`src/hw/rtl/dbwf_pkg.sv`:
```
`timescale 1ns / 1ps

package dbwf_pkg;

  // Fixed field widths.
  localparam int DEPTH_W    = 32;
  localparam int LEVEL_W    = 6;
  localparam int COLUMN_W   = 22;
  localparam int INDEX_W    = 28;
  localparam int WEIGHT_W   = 17;
  localparam int LC_W       = 7;
  localparam int SL_W       = 23;
  localparam int CFG_IDX_W  = 2;
  localparam int CFG_DATA_W = 23;

  // Quotient bits of the weight divide and its step counter.
  localparam int Q_BITS = 16;
  localparam int CNT_W  = $clog2(Q_BITS);
  localparam logic [CNT_W-1:0] DIV_LAST = CNT_W'(Q_BITS - 1);

  localparam logic [WEIGHT_W-1:0] WEIGHT_ONE  = WEIGHT_W'(1 << Q_BITS);
  localparam logic [WEIGHT_W-1:0] WEIGHT_ZERO = '0;

  // Configuration register indexes.
  localparam logic [CFG_IDX_W-1:0] REG_LEVEL_COUNT = CFG_IDX_W'(0);
  localparam logic [CFG_IDX_W-1:0] REG_SLICE_LEN   = CFG_IDX_W'(1);

  localparam logic [LC_W-1:0] LEVEL_COUNT_RST = LC_W'(2);
  localparam logic [SL_W-1:0] SLICE_LEN_RST   = SL_W'(1);

  // Commands from the controller to the datapath.
  typedef struct packed {
    logic cap_in;     // latch the query word
    logic load_we;    // write a load word into the table
    logic init_k;     // start the walk at the (clamped) bracket level
    logic rd_mid;     // read the middle table entry
    logic rd_sweep;   // read at the sweep index
    logic sw_clear;   // clear the sweep index
    logic sw_write;   // write back a negated entry and advance
    logic cap_ab;     // capture the bracket pair
    logic k_dec;
    logic k_inc;
    logic sub;        // form the differences and the lower index
    logic prep;       // classify the ratio, form the upper index
    logic div_step;   // one restoring divide step
    logic finish;     // update the bracket level
  } dp_cmd_t;

  // Status from the datapath to the controller.
  typedef struct packed {
    logic mid_pos;
    logic sweep_last;
    logic a_lt_t;
    logic a_le_t;
    logic b_ge_t;
    logic k_zero;
    logic k_top;
    logic div_needed;
  } dp_stat_t;

  // Negation that maps the most negative value to the most positive one.
  function automatic logic signed [DEPTH_W-1:0] neg_sat(input logic signed [DEPTH_W-1:0] v);
    logic signed [DEPTH_W-1:0] r;
    if (v == {1'b1, {(DEPTH_W-1){1'b0}}}) begin
      r = {1'b0, {(DEPTH_W-1){1'b1}}};
    end else begin
      r = -v;
    end
    return r;
  endfunction

endpackage

```
`src/hw/rtl/depth_bracket_weight_finder_unit.sv`:
```
`timescale 1ns / 1ps

// Load word: written into the level table at the accepting edge; busy stays low.
// Query word: done pulses after the middle-entry check, the sign flip of the
// table when its middle level is positive, the bracket walk and, when the
// weight needs it, the serial divide. One query in flight at a time.
// The receiver cannot stall: each result word is valid for the one done cycle.
// Synchronous active-high reset: level_count = 2, slice_len = 1, bracket level 0.
module depth_bracket_weight_finder_unit #(
  parameter int MAX_LEVELS = 64
) (
  input  logic                                clk,
  input  logic                                rst,
  // Command channel.
  input  logic                                start,
  output logic                                busy,
  input  logic                                action,
  input  logic [dbwf_pkg::LEVEL_W-1:0]        level,
  input  logic signed [dbwf_pkg::DEPTH_W-1:0] depth_value,
  input  logic [dbwf_pkg::COLUMN_W-1:0]       column,
  input  logic                                last_point,
  // Result channel.
  output logic                                done,
  output logic [dbwf_pkg::INDEX_W-1:0]        lower_index,
  output logic [dbwf_pkg::INDEX_W-1:0]        upper_index,
  output logic [dbwf_pkg::WEIGHT_W-1:0]       lower_weight,
  output logic                                last_point_res,
  // Configuration write channel.
  input  logic                                cfg_valid,
  output logic                                cfg_ready,
  input  logic [dbwf_pkg::CFG_IDX_W-1:0]      cfg_index,
  input  logic [dbwf_pkg::CFG_DATA_W-1:0]     cfg_data
);

  import dbwf_pkg::*;

  dp_cmd_t  cmd;
  dp_stat_t stat;
  logic     cfg_we;

  // The register file takes a configuration word in every cycle.
  assign cfg_ready = 1'b1;
  assign cfg_we    = cfg_valid && cfg_ready;

  // The controller sequences the middle-entry check, the optional sign-flip
  // sweep (a read then a write-back for each level), the bracket walk
  // (one table read of both neighbors per step) and the 16-step divide.
  dbwf_ctrl u_ctrl (
    .clk    (clk),
    .rst    (rst),
    .start  (start),
    .action (action),
    .stat   (stat),
    .cmd    (cmd),
    .busy   (busy),
    .done   (done)
  );

  // The datapath holds the level table, the configuration registers, the
  // bracket level, the index arithmetic and the restoring divider.
  dbwf_dp #(
    .MAX_LEVELS (MAX_LEVELS)
  ) u_dp (
    .clk            (clk),
    .rst            (rst),
    .cfg_we         (cfg_we),
    .cfg_index      (cfg_index),
    .cfg_data       (cfg_data),
    .level          (level),
    .depth_value    (depth_value),
    .column         (column),
    .last_point     (last_point),
    .cmd            (cmd),
    .stat           (stat),
    .lower_index    (lower_index),
    .upper_index    (upper_index),
    .lower_weight   (lower_weight),
    .last_point_res (last_point_res)
  );

  // A result word is only presented once the query has fully retired.
  assert property (@(posedge clk) disable iff (rst) done |-> !busy)
    else $error("done raised while a query is still in progress");

  // The weight never exceeds one in Q1.16.
  assert property (@(posedge clk) disable iff (rst) done |-> (lower_weight <= WEIGHT_ONE))
    else $error("lower_weight above one");

  // An accepted query occupies the block in the next cycle.
  assert property (@(posedge clk) disable iff (rst) (start && !busy && action) |=> busy)
    else $error("query accepted but block not busy");

  // A load is finished at its accepting edge and produces no result.
  assert property (@(posedge clk) disable iff (rst)
      (start && !busy && !action) |=> (!busy && !done))
    else $error("load word disturbed the controller");

endmodule

```
`src/hw/rtl/dbwf_ram.sv`:
```
`timescale 1ns / 1ps

module dbwf_ram #(
  parameter int WIDTH = 32,
  parameter int DEPTH = 64
) (
  input  logic                     clk,
  input  logic                     we,
  input  logic [$clog2(DEPTH)-1:0] waddr,
  input  logic [WIDTH-1:0]         wdata,
  input  logic [$clog2(DEPTH)-1:0] raddr_a,
  input  logic [$clog2(DEPTH)-1:0] raddr_b,
  output logic [WIDTH-1:0]         rdata_a,
  output logic [WIDTH-1:0]         rdata_b
);

  logic [WIDTH-1:0] mem [DEPTH];

  always_ff @(posedge clk) begin
    if (we) begin
      mem[waddr] <= wdata;
    end
    rdata_a <= mem[raddr_a];
    rdata_b <= mem[raddr_b];
  end

endmodule

```
`src/hw/rtl/dbwf_ctrl.sv`:
```
`timescale 1ns / 1ps

module dbwf_ctrl (
  input  logic               clk,
  input  logic               rst,
  input  logic               start,
  input  logic               action,
  input  dbwf_pkg::dp_stat_t stat,
  output dbwf_pkg::dp_cmd_t  cmd,
  output logic               busy,
  output logic               done
);

  import dbwf_pkg::*;

  typedef enum logic [3:0] {
    S_IDLE, S_MID, S_MIDCHK, S_SW_RD, S_SW_WR,
    S_WK_RD, S_WK_CHK, S_SUB, S_PREP, S_DIV
  } state_t;

  typedef enum logic [1:0] {M_NONE, M_DOWN, M_UP} mode_t;

  state_t           state, state_next;
  mode_t            mode, mode_next;
  logic [CNT_W-1:0] cnt, cnt_next;
  logic             done_next;

  always_comb begin
    logic dec;
    logic inc;
    dec        = 1'b0;
    inc        = 1'b0;
    cmd        = '0;
    state_next = state;
    mode_next  = mode;
    cnt_next   = cnt;
    done_next  = 1'b0;
    unique case (state)
      S_IDLE: begin
        cmd.cap_in  = start;
        cmd.load_we = start && !action;
        if (start && action) begin
          state_next = S_MID;
        end
      end
      S_MID: begin
        cmd.init_k = 1'b1;
        cmd.rd_mid = 1'b1;
        mode_next  = M_NONE;
        state_next = S_MIDCHK;
      end
      S_MIDCHK: begin
        if (stat.mid_pos) begin
          cmd.sw_clear = 1'b1;
          state_next   = S_SW_RD;
        end else begin
          state_next = S_WK_RD;
        end
      end
      S_SW_RD: begin
        cmd.rd_sweep = 1'b1;
        state_next   = S_SW_WR;
      end
      S_SW_WR: begin
        cmd.rd_sweep = 1'b1;
        cmd.sw_write = 1'b1;
        state_next   = stat.sweep_last ? S_WK_RD : S_SW_RD;
      end
      S_WK_RD: begin
        state_next = S_WK_CHK;
      end
      S_WK_CHK: begin
        cmd.cap_ab = 1'b1;
        // The first look fixes the direction; the two directions end on
        // different tie rules.
        unique case (mode)
          M_NONE: begin
            if (stat.a_lt_t) begin
              mode_next = M_DOWN;
              dec       = !stat.k_zero;
            end else if (stat.b_ge_t) begin
              mode_next = M_UP;
              inc       = !stat.k_top;
            end
          end
          M_DOWN:  dec = !stat.k_zero && stat.a_le_t;
          M_UP:    inc = !stat.k_top && stat.b_ge_t;
          default: ;
        endcase
        cmd.k_dec  = dec;
        cmd.k_inc  = inc;
        state_next = (dec || inc) ? S_WK_RD : S_SUB;
      end
      S_SUB: begin
        cmd.sub    = 1'b1;
        state_next = S_PREP;
      end
      S_PREP: begin
        cmd.prep = 1'b1;
        cnt_next = '0;
        if (stat.div_needed) begin
          state_next = S_DIV;
        end else begin
          cmd.finish = 1'b1;
          done_next  = 1'b1;
          state_next = S_IDLE;
        end
      end
      S_DIV: begin
        cmd.div_step = 1'b1;
        cnt_next     = cnt + CNT_W'(1);
        if (cnt == DIV_LAST) begin
          cmd.finish = 1'b1;
          done_next  = 1'b1;
          state_next = S_IDLE;
        end
      end
      default: state_next = S_IDLE;
    endcase
  end

  always_ff @(posedge clk) begin
    if (rst) begin
      state <= S_IDLE;
      mode  <= M_NONE;
      cnt   <= '0;
      busy  <= 1'b0;
      done  <= 1'b0;
    end else begin
      state <= state_next;
      mode  <= mode_next;
      cnt   <= cnt_next;
      busy  <= (state_next != S_IDLE);
      done  <= done_next;
    end
  end

endmodule

```
`src/hw/rtl/dbwf_dp.sv`:
```
`timescale 1ns / 1ps

module dbwf_dp #(
  parameter int MAX_LEVELS = 64
) (
  input  logic                                  clk,
  input  logic                                  rst,
  input  logic                                  cfg_we,
  input  logic [dbwf_pkg::CFG_IDX_W-1:0]        cfg_index,
  input  logic [dbwf_pkg::CFG_DATA_W-1:0]       cfg_data,
  input  logic [dbwf_pkg::LEVEL_W-1:0]          level,
  input  logic signed [dbwf_pkg::DEPTH_W-1:0]   depth_value,
  input  logic [dbwf_pkg::COLUMN_W-1:0]         column,
  input  logic                                  last_point,
  input  dbwf_pkg::dp_cmd_t                     cmd,
  output dbwf_pkg::dp_stat_t                    stat,
  output logic [dbwf_pkg::INDEX_W-1:0]          lower_index,
  output logic [dbwf_pkg::INDEX_W-1:0]          upper_index,
  output logic [dbwf_pkg::WEIGHT_W-1:0]         lower_weight,
  output logic                                  last_point_res
);

  import dbwf_pkg::*;

  localparam int LW = $clog2(MAX_LEVELS);
  localparam int NW = $clog2(MAX_LEVELS + 1);
  localparam int PW = LW + SL_W;
  localparam int XW = (PW > INDEX_W) ? PW : INDEX_W;

  // Configuration and persistent state.
  logic [LC_W-1:0] level_count;
  logic [SL_W-1:0] slice_len;
  logic [LW-1:0]   bracket;

  // Per-query registers.
  logic [LW-1:0]              k;
  logic [LW-1:0]              sw_idx;
  logic signed [DEPTH_W-1:0]  t_r;
  logic [COLUMN_W-1:0]        col_r;
  logic                       last_r;
  logic signed [DEPTH_W-1:0]  a_r;
  logic signed [DEPTH_W-1:0]  b_r;
  logic signed [DEPTH_W:0]    den_r;
  logic signed [DEPTH_W:0]    p_r;
  logic [DEPTH_W-1:0]         rem_r;
  logic [DEPTH_W-1:0]         dvs_r;
  logic [WEIGHT_W-1:0]        w_r;
  logic [INDEX_W-1:0]         lo_r;
  logic [INDEX_W-1:0]         hi_r;

  // Table port signals.
  logic               ram_we;
  logic [LW-1:0]      ram_waddr;
  logic [DEPTH_W-1:0] ram_wdata;
  logic [LW-1:0]      raddr_a;
  logic [LW-1:0]      raddr_b;
  logic [DEPTH_W-1:0] rdata_a;
  logic [DEPTH_W-1:0] rdata_b;

  logic [NW-1:0]      n_lv;
  logic [NW-1:0]      n_m2;
  logic [LW-1:0]      mid;
  logic [LW-1:0]      k_start;
  logic               load_ok;

  logic               dneg;
  logic signed [DEPTH_W:0] dn;
  logic signed [DEPTH_W:0] pn;
  logic               den_zero;
  logic               p_nonpos;
  logic               p_ge;

  logic [DEPTH_W:0]   rem2;
  logic [DEPTH_W:0]   rem_diff;
  logic               q_bit;

  logic [PW-1:0]      prod;
  logic [XW-1:0]      lo_full;

  // Effective level count, clamped to 2..MAX_LEVELS.
  always_comb begin
    if (level_count < LC_W'(2)) begin
      n_lv = NW'(2);
    end else if ({{(32-LC_W){1'b0}}, level_count} > 32'(MAX_LEVELS)) begin
      n_lv = NW'(MAX_LEVELS);
    end else begin
      n_lv = NW'(level_count);
    end
  end

  assign n_m2    = n_lv - NW'(2);
  assign mid     = LW'(n_lv >> 1);
  assign k_start = (NW'(bracket) > n_m2) ? LW'(n_m2) : bracket;
  assign load_ok = {{(32-LEVEL_W){1'b0}}, level} < 32'(MAX_LEVELS);

  // Table addressing.
  assign raddr_a   = cmd.rd_mid ? mid : (cmd.rd_sweep ? sw_idx : k);
  assign raddr_b   = k + LW'(1);
  assign ram_we    = cmd.sw_write || (cmd.load_we && load_ok);
  assign ram_waddr = cmd.sw_write ? sw_idx : LW'(level);
  assign ram_wdata = cmd.sw_write ? neg_sat($signed(rdata_a)) : depth_value;

  dbwf_ram #(
    .WIDTH (DEPTH_W),
    .DEPTH (MAX_LEVELS)
  ) u_table (
    .clk     (clk),
    .we      (ram_we),
    .waddr   (ram_waddr),
    .wdata   (ram_wdata),
    .raddr_a (raddr_a),
    .raddr_b (raddr_b),
    .rdata_a (rdata_a),
    .rdata_b (rdata_b)
  );

  // Ratio classification from the registered differences.
  assign dneg     = den_r[DEPTH_W];
  assign dn       = dneg ? -den_r : den_r;
  assign pn       = dneg ? -p_r : p_r;
  assign den_zero = (den_r == '0);
  assign p_nonpos = (pn <= 0);
  assign p_ge     = (pn >= dn);

  // Restoring divide step.
  assign rem2     = {rem_r, 1'b0};
  assign rem_diff = rem2 - {1'b0, dvs_r};
  assign q_bit    = (rem2 >= {1'b0, dvs_r});

  // Flat index of the lower bracket level.
  assign prod    = {{SL_W{1'b0}}, k} * {{LW{1'b0}}, slice_len};
  assign lo_full = XW'(prod) + XW'(col_r);

  always_comb begin
    stat            = '0;
    stat.mid_pos    = $signed(rdata_a) > 0;
    stat.sweep_last = (NW'(sw_idx) == n_lv - NW'(1));
    stat.a_lt_t     = $signed(rdata_a) < t_r;
    stat.a_le_t     = $signed(rdata_a) <= t_r;
    stat.b_ge_t     = $signed(rdata_b) >= t_r;
    stat.k_zero     = (k == '0);
    stat.k_top      = (NW'(k) == n_m2);
    stat.div_needed = !den_zero && !p_nonpos && !p_ge;
  end

  always_ff @(posedge clk) begin
    if (rst) begin
      level_count <= LEVEL_COUNT_RST;
      slice_len   <= SLICE_LEN_RST;
      bracket     <= '0;
    end else begin
      if (cfg_we && cfg_index == REG_LEVEL_COUNT) begin
        level_count <= cfg_data[LC_W-1:0];
      end
      if (cfg_we && cfg_index == REG_SLICE_LEN) begin
        slice_len <= cfg_data[SL_W-1:0];
      end
      if (cmd.finish) begin
        bracket <= last_r ? '0 : k;
      end
    end
  end

  always_ff @(posedge clk) begin
    if (cmd.cap_in) begin
      t_r    <= depth_value;
      col_r  <= column;
      last_r <= last_point;
    end
    if (cmd.init_k) begin
      k <= k_start;
    end else if (cmd.k_dec) begin
      k <= k - LW'(1);
    end else if (cmd.k_inc) begin
      k <= k + LW'(1);
    end
    if (cmd.sw_clear) begin
      sw_idx <= '0;
    end else if (cmd.sw_write) begin
      sw_idx <= sw_idx + LW'(1);
    end
    if (cmd.cap_ab) begin
      a_r <= $signed(rdata_a);
      b_r <= $signed(rdata_b);
    end
    if (cmd.sub) begin
      den_r <= {b_r[DEPTH_W-1], b_r} - {a_r[DEPTH_W-1], a_r};
      p_r   <= {b_r[DEPTH_W-1], b_r} - {t_r[DEPTH_W-1], t_r};
      lo_r  <= lo_full[INDEX_W-1:0];
    end
    if (cmd.prep) begin
      hi_r  <= lo_r + {{(INDEX_W-SL_W){1'b0}}, slice_len};
      rem_r <= pn[DEPTH_W-1:0];
      dvs_r <= dn[DEPTH_W-1:0];
      if (den_zero || (!p_nonpos && p_ge)) begin
        w_r <= WEIGHT_ONE;
      end else begin
        w_r <= WEIGHT_ZERO;
      end
    end else if (cmd.div_step) begin
      rem_r <= q_bit ? rem_diff[DEPTH_W-1:0] : rem2[DEPTH_W-1:0];
      w_r   <= {w_r[WEIGHT_W-2:0], q_bit};
    end
  end

  assign lower_index    = lo_r;
  assign upper_index    = hi_r;
  assign lower_weight   = w_r;
  assign last_point_res = last_r;

endmodule

```
`config.mk`:
```
export PLATFORM = sky130hd
export DESIGN_NAME = depth_bracket_weight_finder_unit
export DESIGN_NICKNAME = d
export VERILOG_FILES = /design/src/hw/rtl/dbwf_pkg.sv /design/src/hw/rtl/depth_bracket_weight_finder_unit.sv /design/src/hw/rtl/dbwf_ram.sv /design/src/hw/rtl/dbwf_ctrl.sv /design/src/hw/rtl/dbwf_dp.sv
export SDC_FILE = /design/constraint.sdc
export NUM_CORES = 2
export LEC_CHECK = 0
export BUFFER_PORTS_ARGS = -buffer_cell sky130_fd_sc_hd__buf_4
export CAP_MARGIN = 20
export CORE_AREA = 2 2 847 427
export CTS_BUF_LIST = sky130_fd_sc_hd__clkbuf_8
export DETAILED_ROUTE_END_ITERATION = 8
export DIE_AREA = 0 0 849 429
export PLACE_DENSITY = 0.56
export SLEW_MARGIN = 20
export SYNTH_ARGS = -nofsm -noshare
export SYNTH_HDL_FRONTEND = slang
export SYNTH_SLANG_ARGS = --single-unit
export TNS_END_PERCENT = 1
```
`constraint.sdc`:
```
create_clock -name clk -period 6.9 [get_ports clk]
set_input_delay 0.345 -clock clk [delete_from_list [all_inputs] [get_ports clk]]
set_output_delay 0.345 -clock clk [all_outputs]
set_load 0.05 [all_outputs]
```
Yosys cells after proc, flatten, opt, wreduce, memory -nomap -nowiden
Memories as Yosys holds them, arrays and structs flattened. A register that Yosys moved wholly into a read port is not among the register bits.
Cells that the tools add are included.
{"block": "word_totals", "ff_bits": 382, "mem_bits_rw": 2048, "input_bits": 91, "out_inout_bits": 77, "word_cells": 150, "n_memories": 1}
{"block": "op_classes", "n_addsub": 14, "mul": 1, "n_lt_le_gt_ge": 10, "eq_ne": 18, "mux": 54, "reduce_logical": 30}
{"name": "u_dp.u_table.mem", "words": 64, "width": 32, "read_ports": 2, "rd_ports_with_merged_regs": 2, "wr": 1, "line": "dbwf_ram.sv:17", "rtl": "logic [WIDTH-1:0] mem [DEPTH];"}
{"op": "32-bit 2-to-1 mux", "n": 5}
{"op": "33-bit 2-to-1 mux", "n": 2}
{"op": "33-bit negator", "n": 2}
{"op": "32-bit by 32-bit subtractor with 33-bit output", "n": 2}
{"op": "17-bit 2-to-1 mux", "n": 3}
{"op": "6-bit 2-to-1 mux", "n": 8}
{"op": "4-bit one-hot mux with 10 select lines", "n": 1}
{"op": "33-bit by 32-bit >= comparator with 1-bit output", "n": 1}
{"op": "33-bit >= comparator", "n": 1}
{"op": "33-bit by 1-bit <= comparator with 1-bit output (second input constant)", "n": 1}
{"op": "33-bit zero test", "n": 1}
{"op": "32-bit equality test (second input constant)", "n": 1}
{"op": "32-bit >= comparator", "n": 1}
{"op": "32-bit by 1-bit > comparator with 1-bit output (second input constant)", "n": 1}
{"op": "32-bit <= comparator", "n": 1}
{"op": "32-bit less-than comparator", "n": 1}
{"op": "32-bit negator", "n": 1}
{"op": "32-bit subtractor", "n": 1}
{"op": "28-bit by 22-bit adder with 28-bit output", "n": 1}
{"op": "28-bit by 23-bit adder with 28-bit output", "n": 1}
{"op": "6-bit by 23-bit multiplier with 28-bit output", "n": 1}
{"op": "4-bit by 3-bit equality test with 1-bit output (second input constant)", "n": 4}
{"op": "1-bit 2-to-1 mux", "n": 16}
{"op": "6-bit by 7-bit equality test with 1-bit output", "n": 2}
{"op": "33 further kinds", "n": 68}

Longest topological paths before layout
{"block": "depth", "ltp_word": 14, "depth_mapped": 24, "mapped_depth_nobuf": 20}

Cells and area by module
From an unflattened synthesis, not the netlist that was laid out.
{"block": "unflattened", "cells_unflattened": 7397, "hier_area_um2": 125188.8}
{"mod": "dbwf_ram", "n_inst": 1, "cells_each": 4412, "area_per_inst_um2": 95660.5, "seq_area_each_um2": 62780.2}
{"mod": "dbwf_dp", "n_inst": 1, "cells_each": 2887, "area_per_inst_um2": 28795.1, "seq_area_each_um2": 10690.3}
{"mod": "dbwf_ctrl", "n_inst": 1, "cells_each": 96, "area_per_inst_um2": 721.9, "seq_area_each_um2": 240.2}
{"mod": "depth_bracket_weight_finder_unit", "n_inst": 1, "cells_each": 2, "area_per_inst_um2": 11.3, "seq_area_each_um2": 0.0}

Least setup slack after synthesis
OpenSTA, ideal clock, no wires.
{"block": "synth_path", "kind": "reg-to-reg", "startpoint": "reg u_dp.k[0]", "endpoint": "reg u_dp.lo_r[21], in the netlist u_dp.lower_index[21] (data pin)", "setup_ns": 0.258, "t_arrival_ns": 5.807, "t_required_ns": 6.642, "setup_slack_ns": 0.834, "path_stages_with_launch": 22, "path_buffers": 5, "period_less_slack_ns": 6.066, "path_cell_list": "edfxtp_1 clkbuf_1 clkbuf_1 clkbuf_1 clkbuf_1 clkbuf_1 nand2_1 fa_1 fa_1 inv_1 fa_1 fa_1 ha_1 a21o_1 a21o_1 a21o_1 a221oi_1 nor2b_1 a211o_1 a31o_2 a21oi_1 xnor2_1"}
{"block": "synth_between", "elab_chain_cells": 2}
{"item": "start: declaration", "line": "dbwf_dp.sv:36", "rtl": "logic [LW-1:0] k;"}
{"item": "start signal: assignment", "line": "dbwf_dp.sv:171", "rtl": "k <= k_start;"}
{"item": "start signal: assignment", "line": "dbwf_dp.sv:173", "rtl": "k <= k - LW'(1);"}
{"item": "start signal: assignment", "line": "dbwf_dp.sv:175", "rtl": "k <= k + LW'(1);"}
{"item": "6-bit by 23-bit multiplier with 28-bit output", "line": "dbwf_dp.sv:131", "rtl": "assign prod = {{SL_W{1'b0}}, k} * {{LW{1'b0}}, slice_len};"}
{"item": "28-bit by 22-bit adder with 28-bit output", "line": "dbwf_dp.sv:132", "rtl": "assign lo_full = XW'(prod) + XW'(col_r);"}
{"item": "net u_dp.lo_full[21]", "line": "dbwf_dp.sv:78", "rtl": "logic [XW-1:0] lo_full;"}
{"item": "end signal: assignment", "line": "dbwf_dp.sv:189", "rtl": "lo_r <= lo_full[INDEX_W-1:0];"}
{"item": "end: declaration", "line": "dbwf_dp.sv:48", "rtl": "logic [INDEX_W-1:0] lo_r;"}
The timed path passes the listed nets, and every way through them passes these cells.
A chain may end at the register's enable or synchronous reset.

Worst setup path in the final report
{"block": "layout_path", "startpoint": "reg u_dp.k[1]", "endpoint": "reg u_dp.lo_r[26], in the netlist u_dp.lower_index[26] (data pin)"}
The elaborated chain is that of the path after synthesis.

==> impl_metrics.yaml <==
clocking:
  cts_max_path_buffers: 4
  clock_pin_slew_on_the_worst_setup_and_hold_paths_ns: 0.07
  tritoncts: "done"
  cts_htree_levels: 5
  cts.repair.resized: 0
  cts_buffer_count: 388
  cts.sink_count: 2494
  worstSkewPairLatency_ns: 1.06
  clk_root_buffer_cell: "sky130_fd_sc_hd__clkbuf_8"
final_layout:
  num-fill-cells: 32500
  layout.core_utilization: 0.399
  most_common_library_cell_in_the_layout_ignoring_fill_and_taps: "sky130_fd_sc_hd__edfxtp_1"
  final_layout_size_suffix_gt1_frac: 0.271
  layout_common_cells: "sky130_fd_sc_hd__edfxtp_1 (2376), sky130_fd_sc_hd__mux4_2 (1152), sky130_fd_sc_hd__nand2_1 (653)"
  area.growth.synth_to_final_pct: 14.1
  layout.cell_area.non_filler_um2: 142000
  final_nets: 8410
sta:
  layout_min_cycle_time_ns: 5.81
  final.setup.worst_slack_ns: 1.09
  final_worst_clock_skew_ns: 0.0920
  final_min_period_over_clock_period: 0.842
  setup_repair_after_global_routing_missed_its_margin: "false"
  achievable-frequency_mhz: 172
  fin_tns_setup_ns: 0
  count_of_final_setup_violators: 0
  timing.max_slew.rel_slack: 0.177
  slew_violations: 0
  fin_worst_hold_slack_ns: 0.0712
  finalHoldViolCount: 0
  tightestPinTransition_ns: 1.23
logic_synthesis:
  netlist_area_um2: 124000
  ys_flop_type: "sky130_fd_sc_hd__edfxtp_1"
  synth.yosys.seq_area_share: 0.593
  synth_nets: 7928
  synth_enable_flop_cells: 2376
  count_of_distinct_cell_types_in_the_synthesized_netlist: 86
  synthCells: 7452
  async_reset_ff_frac: 0
  synthesis.area_per_instance_um2: 16.7
  synth_seq_cells: 2494
  yosys_warnings: 0
floorplan:
  core_um2: 356000
  die-height_um: 429
  core.rowCount: 155
  die-area_um2: 364000
  floorplan.die.width_um: 849
  top_level_ports: 168
  floorplan.initialDensity: 0.349
route:
  dr_total_vias: 78200
  dr.first_iter.drc_count: 11700
  via_per_inst: 6.00
  detail_route.first_pass.iterations: 6
  drc_errors: 0
  drt-wirelength-per-cell_um: 32.9
  route.antenna.remaining_nets: 0
  route.final.wire_length_mm: 429
worst_setup_path:
  endpoint_kind: "flop"
  r2r_start: "u_dp.k[1]$_DFFE_PP_"
  arrival_time_of_data_at_the_critical_path_endpoint_ns: 6.62
  worst_setup_path_start: "u_dp.k[1]$_DFFE_PP_"
  worst_setup_path_start_kind: "flop"
  worst-endpoint-required_ns: 7.72
  crit_path_max_fanout: 21
  critPathKind: "flop to flop"
pwr:
  power.leakage_nw: 47.4
  ir_worst_vdd_v: 0.000169
  power_density_nw_per_um2: 284
flow_run:
  drv.max_cap_violation_count: 0
global_route:
  first_pass_grt_wire_length_mm: 598
  grt_antenna_before_repair: 21
  groute.usage.overall: 0.230
  grt_max_degree: 94
  grt_pass1_vias: 76600
  total_congestion_overflow_after_global_routing: 0
placed_design:
  gpl.final_weighted_congestion: 0.853
  port_buffers: 166
  placed_area_um2: 133000
  detailed_place_hpwl_mm: 268
  dpl_worst_slack_ns: 1.17
run_status:
  outcome: "complete, no violations"
min_path:
  hp-start: "last_point"
  min-delay-path-class: "input port to flop"
registers in the layout, summed over array words and instances, names as in the netlist, 32 cells and up:
signal / cells
u_dp.den_r: 33
u_dp.rem_r: 32
u_dp.u_table.rdata_a: 32
u_dp.p_r: 33
u_dp.u_table.mem: 2048
u_dp.u_table.rdata_b: 32
u_dp.dvs_r: 32
u_dp.b_r: 32
u_dp.a_r: 32
u_dp.t_r: 32
worst max-delay path, stage by stage (launching register included):
cell                        delay, ns
sky130_fd_sc_hd__edfxtp_1        0.60
sky130_fd_sc_hd__buf_4           0.34
sky130_fd_sc_hd__nand2_1         0.12
sky130_fd_sc_hd__fa_1            0.51
sky130_fd_sc_hd__fa_1            0.54
sky130_fd_sc_hd__inv_1           0.05
sky130_fd_sc_hd__fa_1            0.40
sky130_fd_sc_hd__fa_1            0.46
sky130_fd_sc_hd__ha_1            0.36
sky130_fd_sc_hd__a21o_1          0.21
sky130_fd_sc_hd__a21oi_1         0.20
sky130_fd_sc_hd__nor2b_1         0.07
sky130_fd_sc_hd__o21a_1          0.16
sky130_fd_sc_hd__o21ai_0         0.16
sky130_fd_sc_hd__o2bb2ai_1       0.19
sky130_fd_sc_hd__a21oi_1         0.24
sky130_fd_sc_hd__nor4bb_1        0.52
sky130_fd_sc_hd__nor2_1          0.14
sky130_fd_sc_hd__o311ai_0        0.34
routing by layer:
| layer | vias up | global-route usage | wire length [µm] |
|---|---|---|---|
| met5 | - | 0 | 230 |
| met4 | 34 | 0.0786 | 16600 |
| met3 | 829 | 0.0734 | 53000 |
| met2 | 4626 | 0.338 | 186000 |
| met1 | 41400 | 0.322 | 173000 |
| li1 | 31300 | - | - |
timing repair:
item                      CTS  global route
setup buffers               0             0
hold buffers               98             0
hold endpoints to repair  123             0
synthesized netlist by cell type, types with 12 or more instances:
cell type                  number  area, µm²
sky130_fd_sc_hd__a31oi_1       62        388
sky130_fd_sc_hd__o21ai_0      131        656
sky130_fd_sc_hd__and4_1        35        307
sky130_fd_sc_hd__o21bai_1      12       90.1
sky130_fd_sc_hd__nand4_1       37        231
sky130_fd_sc_hd__mux2i_1      139       1390
sky130_fd_sc_hd__or4_1         14        105
sky130_fd_sc_hd__a21o_1        93        698
sky130_fd_sc_hd__ha_1         278       3480
sky130_fd_sc_hd__nand2_1      656       2460
sky130_fd_sc_hd__edfxtp_1    2376      71300
sky130_fd_sc_hd__mux4_2      1152      25900
sky130_fd_sc_hd__a21oi_1      192        961
sky130_fd_sc_hd__nor2b_1       42        263
sky130_fd_sc_hd__xor2_1        81        709
sky130_fd_sc_hd__nand3_1       69        345
sky130_fd_sc_hd__nor3_1        65        325
sky130_fd_sc_hd__buf_1        119        447
sky130_fd_sc_hd__o21a_1        40        300
sky130_fd_sc_hd__and2_1        69        432
sky130_fd_sc_hd__xnor2_1      149       1310
sky130_fd_sc_hd__a32oi_1      121       1060
sky130_fd_sc_hd__dfxtp_1      118       2360
sky130_fd_sc_hd__nand2b_1      43        269
sky130_fd_sc_hd__buf_2         20        100
sky130_fd_sc_hd__fa_1         107       2140
sky130_fd_sc_hd__o22ai_1       16        100
sky130_fd_sc_hd__or3_1         20        125
sky130_fd_sc_hd__a211oi_1      54        405
sky130_fd_sc_hd__o31ai_1       24        180
sky130_fd_sc_hd__o41ai_1       23        201
sky130_fd_sc_hd__o211ai_1      13       97.6
sky130_fd_sc_hd__or2_2         17        106
sky130_fd_sc_hd__o22a_1        27        236
sky130_fd_sc_hd__nand3b_1      19        143
sky130_fd_sc_hd__and3_1        20        125
sky130_fd_sc_hd__clkbuf_1     292       1100
sky130_fd_sc_hd__nor2_1       262        983
sky130_fd_sc_hd__nor4_1        22        138
sky130_fd_sc_hd__inv_1        278       1040
cells by family (layout without fill, tap and decap cells):
kind of cell	Yosys count	after routing	share of synthesized area
buffers and inverters	712	1493	0.0218
other	1	3	0.0000301
DFF	2494	2494	0.593
xor gates and xnor gates	230	230	0.0162
muxes	1302	1302	0.221
adders and majority gates	385	385	0.0452
AOI/OAI and AO/OA	906	906	0.0500
and+or+nand+nor	1422	1422	0.0535
area by class of cell:
cell class                 instances  area (µm²)  area share
antenna                            2        5.00   0.0000353
clock buffer                     413        5680      0.0400
clock inverter                   276        1730      0.0122
inverter                         279        1050     0.00741
multi-input combinational       4246       48800       0.344
sequential                      2494       73700       0.519
tap                             4788        5990      0.0422
timing repair buffer             525        5010      0.0353
worst paths after layout:
kind | end | slack (ns) | cells after the start
worst max register to register | u_dp.lower_index[26]$_DFFE_PN_ | 1.09 | 18
worst min-delay path | u_dp.last_point_res$_DFFE_PP_ | 0.07 | 2
worst max-delay path | u_dp.lower_index[26]$_DFFE_PN_ | 1.09 | 18
worst min register to register | u_dp.b_r[17]$_DFFE_PP_ | 0.44 | 0
power breakdown:
group,internal (mW),switching [mW]
combinational,4.07,5.73
sequential,17.2,0.769
clock,6.28,6.19
total,27.6,12.7
per-stage QoR:
| stage | total power, mW | cells |
|---|---|---|
| 6_report | 40.3 | 13000 |
| 5_1_grt | 41.6 | 13000 |
| 4_1_cts | 40.3 | 13000 |
| 3_5_place_dp | 27.9 | 12200 |
| 3_3_place_gp | 27.9 | 12200 |
| 2_1_floorplan | 24.0 | 7452 |
Power figures use the tool's default switching activity.
